--- src/rtl/bpc_pkg.sv ---
`timescale 1ns / 1ps
// ----------------------------------------------------------------------------
// bpc_pkg: shared types and constants
// Calibration record, queue item, register map and an arithmetic-shift helper.
// ----------------------------------------------------------------------------
package bpc_pkg;

  localparam int unsigned DataW      = 32;
  localparam int unsigned UtW        = 16;
  localparam int unsigned UpW        = 19;
  localparam int unsigned TempW      = 16;
  localparam int unsigned PresW      = 18;
  localparam int unsigned AddrW      = 5;
  localparam int unsigned QueueDepth = 4;

  localparam logic [31:0] B6Offset  = 32'd4000;
  localparam logic [31:0] B4Bias    = 32'd32768;
  localparam logic [31:0] B7Scale   = 32'd50000;
  localparam logic [31:0] FinA      = 32'd3038;
  localparam logic [31:0] FinB      = 32'hFFFF_E343;  // -7357
  localparam logic [31:0] FinC      = 32'd3791;
  localparam logic [31:0] TempRound = 32'd8;

  typedef enum logic [2:0] {
    REG_AC1_AC2 = 3'd0,
    REG_AC3_AC4 = 3'd1,
    REG_AC5_AC6 = 3'd2,
    REG_B1_B2   = 3'd3,
    REG_MC_MD   = 3'd4,
    REG_OSS     = 3'd5
  } reg_idx_e;

  // Coefficients widened to 32 bits (signed ones sign extended).
  typedef struct packed {
    logic [31:0] ac1;
    logic [31:0] ac2;
    logic [31:0] ac3;
    logic [31:0] ac4;
    logic [31:0] ac5;
    logic [31:0] ac6;
    logic [31:0] b1;
    logic [31:0] b2;
    logic [31:0] mc;
    logic [31:0] md;
    logic [1:0]  oss;
  } cal_t;

  // Temperature result handed from front to back.
  typedef struct packed {
    logic [31:0]    b5;
    logic [UpW-1:0] up;
    logic           err;
  } tq_item_t;

  function automatic logic [31:0] asr32(input logic [31:0] x, input int unsigned n);
    return 32'($signed(x) >>> n);
  endfunction

endpackage

--- src/rtl/bpc_fifo.sv ---
`timescale 1ns / 1ps
// ----------------------------------------------------------------------------
// bpc_fifo: short queue between front and back
// Register-based, full and empty decoded from a registered count.
// ----------------------------------------------------------------------------
module bpc_fifo #(
  parameter int unsigned Depth = bpc_pkg::QueueDepth
) (
  input  logic              clk_i,
  input  logic              rst_ni,
  input  logic              push_i,
  input  bpc_pkg::tq_item_t wdata_i,
  input  logic              pop_i,
  output bpc_pkg::tq_item_t rdata_o,
  output logic              full_o,
  output logic              empty_o
);
  import bpc_pkg::*;

  localparam int unsigned PtrW = (Depth > 1) ? $clog2(Depth) : 1;
  localparam int unsigned CntW = $clog2(Depth + 1);

  tq_item_t        mem_q [Depth];
  logic [PtrW-1:0] wr_q, rd_q;
  logic [CntW-1:0] cnt_q;

  function automatic logic [PtrW-1:0] inc(input logic [PtrW-1:0] p);
    return (p == PtrW'(Depth - 1)) ? '0 : p + 1'b1;
  endfunction

  assign full_o  = (cnt_q == CntW'(Depth));
  assign empty_o = (cnt_q == '0);
  assign rdata_o = mem_q[rd_q];

  always_ff @(posedge clk_i or negedge rst_ni) begin
    if (!rst_ni) begin
      wr_q  <= '0;
      rd_q  <= '0;
      cnt_q <= '0;
    end else begin
      if (push_i) wr_q <= inc(wr_q);
      if (pop_i)  rd_q <= inc(rd_q);
      if (push_i && !pop_i)      cnt_q <= cnt_q + 1'b1;
      else if (!push_i && pop_i) cnt_q <= cnt_q - 1'b1;
    end
  end

  always_ff @(posedge clk_i) begin
    if (push_i) begin
      mem_q[wr_q] <= wdata_i;
    end
  end

  a_no_overflow: assert property (@(posedge clk_i) disable iff (!rst_ni)
    !(push_i && full_o)) else $error("push into full queue");
  a_no_underflow: assert property (@(posedge clk_i) disable iff (!rst_ni)
    !(pop_i && empty_o)) else $error("pop from empty queue");
  a_count: assert property (@(posedge clk_i) disable iff (!rst_ni)
    push_i && !pop_i |=> cnt_q == $past(cnt_q) + 1'b1) else $error("count slip");

endmodule

--- config.mk ---
export PLATFORM = sky130hd
export DESIGN_NAME = bpc_fifo
export DESIGN_NICKNAME = d
export VERILOG_FILES = /design/src/rtl/bpc_pkg.sv /design/src/rtl/bpc_fifo.sv
export SDC_FILE = /design/constraint.sdc
export NUM_CORES = 1
export LEC_CHECK = 0
export BUFFER_PORTS_ARGS = -buffer_cell sky130_fd_sc_hd__buf_2
export CORE_MARGIN = 10
export CORE_UTILIZATION = 40
export DETAILED_ROUTE_END_ITERATION = 6
export PLACE_DENSITY = 0.65
export SLEW_MARGIN = 20
export SYNTH_ARGS = -nofsm -noshare
export SYNTH_HDL_FRONTEND = slang
export SYNTH_SLANG_ARGS = --single-unit
--- constraint.sdc ---
create_clock -name clk_i -period 3.6 [get_ports clk_i]
set_input_delay 0.18 -clock clk_i [delete_from_list [all_inputs] [get_ports clk_i]]
set_output_delay 0.18 -clock clk_i [all_outputs]
set_load 0.01 [all_outputs]
==> metrics, run 1 <==
Netlist cell types=19; initial core utilization=approximately two fifths; gr usage total=11.63%; pre-CTS worst setup slack=1.527 ns; multi-input logic area=1415 um^2; vias in the first global route=4,291; Worst VDD drop=around 380 uV; Hold Buf Count CTS=55; largest net degree at the start of global routing=53; Buffers on Ports=109; PwrDens=approximately 760 nW/um^2; CP Launch Type=flip-flop; CORE AREA=19,530 um^2; final setup skew=roughly 0.0078 ns; Synth Cell Area=roughly 8000 um^2; Seq cells post-synth=215; FF-to-FF setup slack=1.59 ns; sequential share of the synthesized area=80.41%; worst setup margin=1.061 ns; initial antenna violation count=0; Final setup viols=0; final hold violations=0; 1st-pass router iterations=4; Post-route DRC=0; Std-Cell Rows=51; Setup TNS=0 ns; Worst Hold Class=input pin to asynchronous set/reset pin; IO Count=110; routed vias=3,722; Crit Path Category=flip-flop to output port; CP cell instances=buf_12 > mux4_1 > buf_2; grt total ovfl=0; antenna cells=0; DRT iter0 DRCs=roughly 200; combinational power share=26.6%; Sequential Area=roughly 6400 um^2; Post-DP HPWL=9.047 mm; DR vias/cell=4.827; sw power=approximately 2.1 mW; Max Slew Vio Count=0; Die W=around 160 um; dpl cells=676; P_leak=3.491 nW; Worst Tran Pin Value=roughly 0.85 ns; clk slew on worst S/H paths=0.06 ns; Mapped Avg Cell Area=25.84 um^2; critical path data required time=between 3 and 4 ns; TritonCTS clock tree=yes; crit path max fanout=30; Chip Height=161.3 um; DIE AREA=26,010 um^2; Worst path max stage delay=around 0.74 ns; Hold Slack=0.05683 ns; Max Cap Viol=0; reg2reg start=wr_q[0]; yosys warns=0; Nets=553; Slew Limit Headroom=43.19%; Crit path arrival time=2.36 ns; final WL=15.19 mm; period utilisation layout=70.52%; RSZ-0062 raised after global routing=false; post-cts gate resize count=0; fmax=0.3939 GHz; final std cells w/o fill=771; htree depth=1; status=finished clean; Clock Tree Buf Depth=3; critical path's slowest cell=dfrtp_4; clock network power share=28.5%; area delta synth->final=25.85%; Worst R2R Path Depth=3; first-pass GRT wire length=24.07 mm; Cells after Synth=309; reg-to-reg endpoint=mem_q[3][2]; CTS Sinks=215; wire length per cell=19.71 um; Min Clock Period, post-route=2.539 ns; Post-CTS Setup Inserts=0; Int Power=5.533 mW; layout filler cell count=1,582; Final ANT Viol Nets=0; proportion of layout cells with a drive suffix above 1=39.53%; Clock Latency Late Sink=0.49 ns; Net Sw Frac=27.75%; Root Driver=clkbuf_16; part of the power in registers=44.9%; CTS buffer count=22; CP endpoint kind=output port; GP Congestion=0.6729; Syn Nets=372
synthesized netlist by cell type:
master / number / area share [%]
and2_1: 4 / 0.31
buf_12: 5 / 1.3
buf_2: 6 / 0.38
buf_6: 1 / 0.14
dfrtp_1: 7 / 2.2
edfxtp_1: 208 / 78
fa_1: 1 / 0.25
ha_1: 6 / 0.94
inv_1: 4 / 0.19
mux2_2: 3 / 0.42
mux4_1: 4 / 1.3
mux4_2: 48 / 14
nand2_1: 2 / 0.094
nor2_1: 3 / 0.14
nor3_1: 1 / 0.063
nor3b_1: 1 / 0.094
o21ai_0: 2 / 0.13
xnor2_1: 1 / 0.11
xor2_1: 2 / 0.22
placed cells by master (no fill, tap or decap), drive strengths merged:
| master | count |
|---|---|
| fa | 1 |
| clkinv | 8 |
| mux2 | 3 |
| nor3 | 1 |
| xor2 | 2 |
| mux4 | 52 |
| dfrtp | 7 |
| xnor2 | 1 |
| clkbuf | 29 |
| and2 | 4 |
| nor3b | 1 |
| bufinv | 2 |
| dlygate4sd3 | 55 |
| edfxtp | 208 |
| clkinvlp | 1 |
| buf | 114 |
| inv | 4 |
| ha | 6 |
| nor2 | 3 |
| nand2 | 2 |
| o21ai | 2 |
cell families (layout without fill, tap and decap cells):
family          Yosys count  in the layout  share of synthesized area, %
compound gates            2              2                        0.1254
mux                      55             55                         15.28
buf+inv                  16            213                         1.959
simple gates             11             11                        0.7051
fa+ha+maj                 7              7                         1.191
flops                   215            215                         80.41
xor+xnor                  3              3                        0.3291
power by group through the flow:
stage	logic (mW)	registers (mW)	clock network, mW
after global routing	2.22	3.49	2.35
after detailed placement	2.05	3.51	0
after CTS	2.11	3.46	2.25
after floorplan	1.50	3.35	0
final	2.04	3.44	2.19
after global placement	2.04	3.48	0
metrics by stage:
stage / power (mW) / instance area (um^2) / util, %
floorplan: 4.850 / 7985 / -
finish: 7.659 / 10050 / 51.47
global placement: 5.515 / 8796 / 45.05
global route: 8.066 / 10050 / 51.47
CTS: 7.816 / 10050 / 51.47
detailed placement: 5.563 / 8796 / 45.05
worst max-delay path, delay by kind of cell (launching register included):
family,cells,cell delay [ns]
buffers and inverters,2,0.49
flip-flops,1,0.74
multiplexers,1,0.62
layer usage:
| metal | GRT usage [%] | up-vias | share of wire (%) |
|---|---|---|---|
| li1 | - | 1677 | - |
| met1 | 14.42 | 1921 | 42 |
| met5 | 0 | - | 0 |
| met2 | 19.64 | 109 | 50 |
| met3 | 3.482 | 15 | 6.6 |
| met4 | 2.688 | 0 | 1.1 |
sequential cells by signal, indices dropped and copies added (netlist names):
name	flops
cnt_q	3
rd_q	2
mem_q	208
wr_q	2
how the worst max path moves through the flow:
stage / startpoint / endpoint / slack (ns) / cells after the start
after floorplan: wr_q[0] / mem_q[0][0] / 1.32 / 3
after detailed placement: rd_q[0] / rdata_o[45] / 1.53 / 3
final: rd_q[0] / rdata_o[45] / 1.06 / 3
after global placement: rd_q[0] / rdata_o[34] / 1.54 / 3
after CTS: rd_q[0] / rdata_o[45] / 1.0 / 3
after global routing: rd_q[0] / rdata_o[45] / 0.88 / 3
final cells by class:
cell class,instances,area share [%]
clock buffer,29,5.951
clock inverter,11,1.046
inverter,4,0.1494
multi-input combinational,78,14.08
sequential,215,63.94
tap,265,3.299
timing repair buffer,169,11.53
Power figures use the tool's default switching activity.
==> run 2: changes to the inputs <==
PLACE_DENSITY = 0.67   (was 0.65)
clock period = 2.2 ns   (was 3.6 ns; I/O delays follow)
==> metrics, run 2 (synthesis results as in run 1) <==
CTS Sinks=around 220; Net Sw Frac=27.25%; Hold Slack=0.3673 ns; PwrDens=between 1000 and 1500 nW/um^2; clk slew on worst S/H paths=0.06 ns; Crit path arrival time=1.95 ns; worst setup margin=0.1391 ns; status=finished clean; wire length per cell=approximately 20 um; Nets=565; crit path launch=rd_q[1]; Slew Limit Headroom=75.47%; area delta synth->final=28.39%; Worst R2R Path Depth=4; pre-CTS worst setup slack=between 0.3 and 0.4 ns; Clock Latency Late Sink=between 0.4 and 0.5 ns; CP Launch Type=flip-flop; Worst VDD drop=915.7 uV; Final ANT Viol Nets=0; Max Slew Vio Count=0; gr usage total=11.81%; period utilisation layout=93.68%; Clock Tree Buf Depth=3; clock network power share=28.3%; Crit Path Category=flip-flop to output port; crit path max fanout=20; fmax=0.4852 GHz; combinational power share=28.9%; final WL=15.32 mm; reg2reg start=wr_q[1]; DIE AREA=between 20,000 and 30,000 um^2; FF-to-FF setup slack=0.70 ns; Die W=161.3 um; flip-flop count of the largest register after layout=208; Regs by FF count=mem_q (208), cnt_q (3); commonest non-fill, non-tap cell in the layout=edfxtp_1; part of the power in registers=42.8%; initial core utilization=40.89%; antenna cells=0; Reg with most FFs=mem_q; Std-Cell Rows=51; Worst Tran Pin Value=0.3680 ns; layout filler cell count=~1,500; htree depth=1; final setup skew=0.008851 ns; sw power=3.526 mW; Root Driver=clkbuf_16; final hold violations=0; total power=12.94 mW; grt total ovfl=0; Max Cap Viol=0; IO Count=110; Chip Height=161.3 um; P_leak=3.587 nW; Worst Hold Class=input pin to flip-flop; commonest non-fill, non-tap cells in the layout=edfxtp_1, buf_2, dlygate4sd3_1, mux4_2, clkbuf_16; Int Power=between 9 and 10 mW; CP endpoint kind=output port; Hold Path Origin=wdata_i[18]; critical path data required time=around 2.1 ns; 1st-pass router iterations=4; Post-route DRC=0; TritonCTS clock tree=yes; Min Clock Period, post-route=roughly 2 ns; initial antenna violation count=0; critical path endpoint=rdata_o[15]; Final setup viols=0; proportion of layout cells with a drive suffix above 1=40.58%; DRT iter0 DRCs=between 200 and 250; GP Congestion=0.6626; DR vias/cell=~4.8; largest net degree at the start of global routing=between 50 and 60; Setup TNS=0 ns; CORE AREA=19,530 um^2; RSZ-0062 raised after global routing=false; reg-to-reg endpoint=mem_q[1][22]; Buffers on Ports=109; vias in the first global route=4,239; Post-DP HPWL=8.904 mm; routed vias=3,751; first-pass GRT wire length=about 24 mm; CTS buffer count=23
-- run 2: changes by cell type in the layout (fill, tap and decap cells not counted), moves of 2 or more --
cell and change:
and2_2 +2, clkbuf_1 -3, buf_12 +8, clkinv_1 +2, and2_4 -2
-- run 2: metrics by stage --
step	std cells	area (um^2)	util (%)
3_5_place_dp	681	8894	45.55
4_1_cts	780	10250	52.51
2_1_floorplan	309	7989	-
3_3_place_gp	681	8894	45.55
5_1_grt	780	10250	52.51
6_report	780	10250	52.51
-- run 2: routing by layer --
metal	vias up	part of all wire (%)	GRT usage [%]
met5	-	0	0
met4	0	2.1	2.978
met3	27	5.4	3.381
met2	85	51	20.02
met1	1933	42	14.60
li1	1706	-	-
-- run 2: area by class of cell --
class,count,area [um^2],area share [%]
repair buffers,180,1351,13.18
clock buffers,26,586.8,5.724
well taps,265,331.6,3.234
multi-input cells,78,1413,13.78
inverters,4,15.01,0.1464
flip-flops and latches,215,6429,62.70
clock inverters,12,126.4,1.233
-- run 2: worst max-delay path, cell delays in order (launching register included) --
cell and delay (ns):
dfrtp_4 0.64, buf_4 0.31, mux4_2 0.34, buf_2 0.16
-- run 2: timing repair --
item,4_1_cts,5_1_grt
hold buffers,56,0
gates resized for setup,1,0
setup endpoints to repair,43,0
setup buffers,5,0
hold endpoints to repair,219,0
-- run 2: worst min path at each step --
stage                         to  slack [ns]  cells after the start
floorplan               cnt_q[0]       -0.19                      0
global placement         rd_q[0]       -0.05                      1
detailed placement       rd_q[0]       -0.05                      1
CTS                 mem_q[2][21]        0.34                      2
global route        mem_q[3][30]        0.36                      2
finish              mem_q[3][18]        0.37                      2
-- run 2: power groups by stage --
stage | clock, mW | sequential, mW | combinational [mW]
4_1_cts | 3.77 | 5.55 | 3.87
3_3_place_gp | 0 | 5.71 | 3.44
6_report | 3.66 | 5.54 | 3.73
3_5_place_dp | 0 | 5.77 | 3.47
5_1_grt | 3.94 | 5.61 | 4.07
2_1_floorplan | 0 | 5.47 | 2.45
==> run 3: changes to the inputs <==
ABC_AREA = 1   (was not set)
BUFFER_PORTS_ARGS = not set   (was -buffer_cell sky130_fd_sc_hd__buf_2)
CTS_CLUSTER_DIAMETER = 150   (was not set)
DONT_BUFFER_PORTS = 1   (was not set)
PLACE_DENSITY = 0.62   (was 0.67)
==> metrics, run 3 <==
sequential share of the synthesized area=74.11%; final hold violations=0; PwrDens=between 1000 and 1500 nW/um^2; area share of the largest cell type after synthesis=72.09%; largest area contributor in the synthesized netlist=edfxtp_1; CTS buffer count=23; wire length per cell=17.29 um; Chip Height=around 170 um; synth top area cells=edfxtp_1, o211ai_1, nand2_1; ys async rst share=3.256%; Final setup viols=0; count leader, synth=edfxtp_1; Synth Cell Area=8665 um^2; routed vias=around 5,000; yosys warns=0; initial antenna violation count=2; WHS Endpoint=mem_q[3][29]; reg2reg start=wr_q[0]; GP Congestion=0.7242; final WL=17.46 mm; Nets=782; CTS Sinks=215; DIE AREA=27,950 um^2; Setup TNS=0 ns; number of synthesized flops with an enable pin=208; Std-Cell Rows=53; 1st-pass router iterations=4; first-pass GRT wire length=27.71 mm; Crit Path Category=flip-flop to output port; CP most frequent cell=nand2_1; dpl cells=913; pre-CTS worst setup slack=around 0.6 ns; Die W=approximately 170 um; grt total ovfl=0; Mapped Avg Cell Area=between 10 and 15 um^2; period utilisation layout=slightly above 90%; final setup skew=0.007930 ns; Worst path max stage delay=0.44 ns; clk slew on worst S/H paths=0.06 ns; commonest non-fill, non-tap cell in the layout=edfxtp_1; Crit path arrival time=1.94 ns; post-cts gate resize count=0; Post-CTS Setup Inserts=0; status=finished clean; CORE AREA=approximately 21,000 um^2; gr usage total=12.17%; DR vias/cell=between 4 and 5; initial core utilization=40.96%; P_leak=4.027 nW; RSZ-0062 raised after global routing=false; Buffers on Ports=0; design area=10,360 um^2; Syn Nets=722; TritonCTS clock tree=yes; Worst Tran Pin Value=~0.43 ns; Netlist cell types=19; Cells after Synth=659; Max Slew Vio Count=0; Hold Slack=0.1400 ns; Worst R2R Path Depth=5; proportion of layout cells with a drive suffix above 1=roughly 8.5%; Synth Flop Type=edfxtp_1; vias in the first global route=5,133; DP Area=between 9000 and 10,000 um^2; Hold Crit Depth=3; CP Launch Type=flip-flop; flip-flop count of the largest register after layout=roughly 210; Final ANT Viol Nets=0; reg-to-reg endpoint=mem_q[0][8]; Regs by FF count=mem_q (208), cnt_q (3); crit path max fanout=51; Seq cells post-synth=215; IO Count=110; CP cell instances=inv_6 > buf_12 > nand2_1 > o211ai_1 > nand2_1; Post-route DRC=0; FF-to-FF setup slack=0.62 ns; Min Clock Period, post-route=slightly above 2 ns; largest net degree at the start of global routing=54; Worst VDD drop=813.9 uV; final std cells w/o fill=1,010; Root Driver=clkbuf_16; DRT iter0 DRCs=232; area delta synth->final=19.54%; CP endpoint kind=output port; htree depth=1; Clock Tree Buf Depth=3; Slew Limit Headroom=71.47%; top cell types by occurrence after synthesis=edfxtp_1, nand2_1, inv_1, o211ai_1, buf_2; critical path data required time=2.09 ns; Worst Hold Class=input pin to flip-flop; fmax=0.4890 GHz; critical path's slowest cell=dfrtp_1; Clock Latency Late Sink=0.49 ns; Hold Path Origin=push_i; Max Cap Viol=0; Reg with most FFs=mem_q; commonest non-fill, non-tap cells in the layout=edfxtp_1, nand2_1, inv_1, o211ai_1, dlygate4sd3_1; worst setup margin=0.1549 ns; Post-DP HPWL=10.36 mm
[run 3: changes by cell type after synthesis, moves of 4 or more]
| cell | previous run | this run |
|---|---|---|
| nand2_1 | 2 | 171 |
| buf_2 | 6 | 27 |
| o211ai_1 | 0 | 95 |
| mux4_2 | 48 | 0 |
| buf_12 | 5 | 0 |
| inv_1 | 4 | 115 |
| mux4_1 | 4 | 0 |
| and2_1 | 4 | 0 |
| clkbuf_1 | 0 | 4 |
| o211ai_2 | 0 | 9 |
[run 3: power by group]
part | switching, mW | internal [mW]
Combinational | 2.57 | 1.03
Clock | 1.43 | 2.49
Sequential | 0.199 | 5.26
Total | 4.19 | 8.78
[run 3: layout make-up]
type / instances / area (um^2)
antenna: 2 / 5.005
clock buffer: 27 / 590.6
clock inverter: 12 / 185.2
fill: 1805 / 10800
inverter: 117 / 444.2
multi-input combinational: 293 / 1620
sequential: 215 / 6422
tap: 275 / 344.1
timing repair buffer: 69 / 745.7
[run 3: cell families (layout without fill, tap and decap cells)]
group                      count (synthesis)  after routing  synth area share (%)
AOI/OAI and AO/OA                        108            108                 9.762
xor gates and xnor gates                   1              1                0.1011
adders and majority gates                  7              7                 1.097
buffers and inverters                    151            225                 7.191
DFF                                      215            215                 74.11
other                                      0              2                     0
and+or+nand+nor                          177            177                 7.740
[run 3: timing repair]
action,4_1_cts,5_1_grt
setup endpoints to repair,0,0
endpoints found under the hold margin,222,0
hold buffers,56,0
[run 3: worst max-delay path, delay by kind of cell (launching register included)]
| family | cells | cell delay (ns) |
|---|---|---|
| AND/OR/NAND/NOR | 2 | 0.25 |
| buffers and inverters | 2 | 0.59 |
| flip-flops | 1 | 0.44 |
| AO/OA/AOI/OAI | 1 | 0.10 |
[run 3: per-layer routing]
metal / GRT usage, % / up-vias / share of wire [%] / wire (um)
li1: - / 2430 / - / -
met1: 13.43 / 2386 / 40 / 6912
met2: 21.95 / 132 / 52 / 9006
met3: 3.816 / 34 / 6.8 / 1179
met4: 3.558 / 0 / 2.1 / 360
met5: 0 / - / 0 / 0
[run 3: how the worst max path moves through the flow]
stage	end	cells after the start	start	slack (ns)
6_report	rdata_o[12]	5	rd_q[0]	0.15
5_1_grt	rdata_o[21]	5	rd_q[0]	0.02
4_1_cts	rdata_o[21]	5	rd_q[0]	0.14
3_5_place_dp	mem_q[0][10]	5	wr_q[0]	0.61
3_3_place_gp	mem_q[0][8]	5	wr_q[0]	0.69
2_1_floorplan	mem_q[0][0]	4	wr_q[0]	0.12
[run 3: metrics by stage]
| step | power, mW | util [%] |
|---|---|---|
| after floorplan | 8.110 | - |
| after global placement | 8.995 | 42.62 |
| after detailed placement | 9.122 | 42.62 |
| after CTS | 13.21 | 48.94 |
| after global routing | 13.78 | 48.96 |
| final | 12.97 | 48.96 |
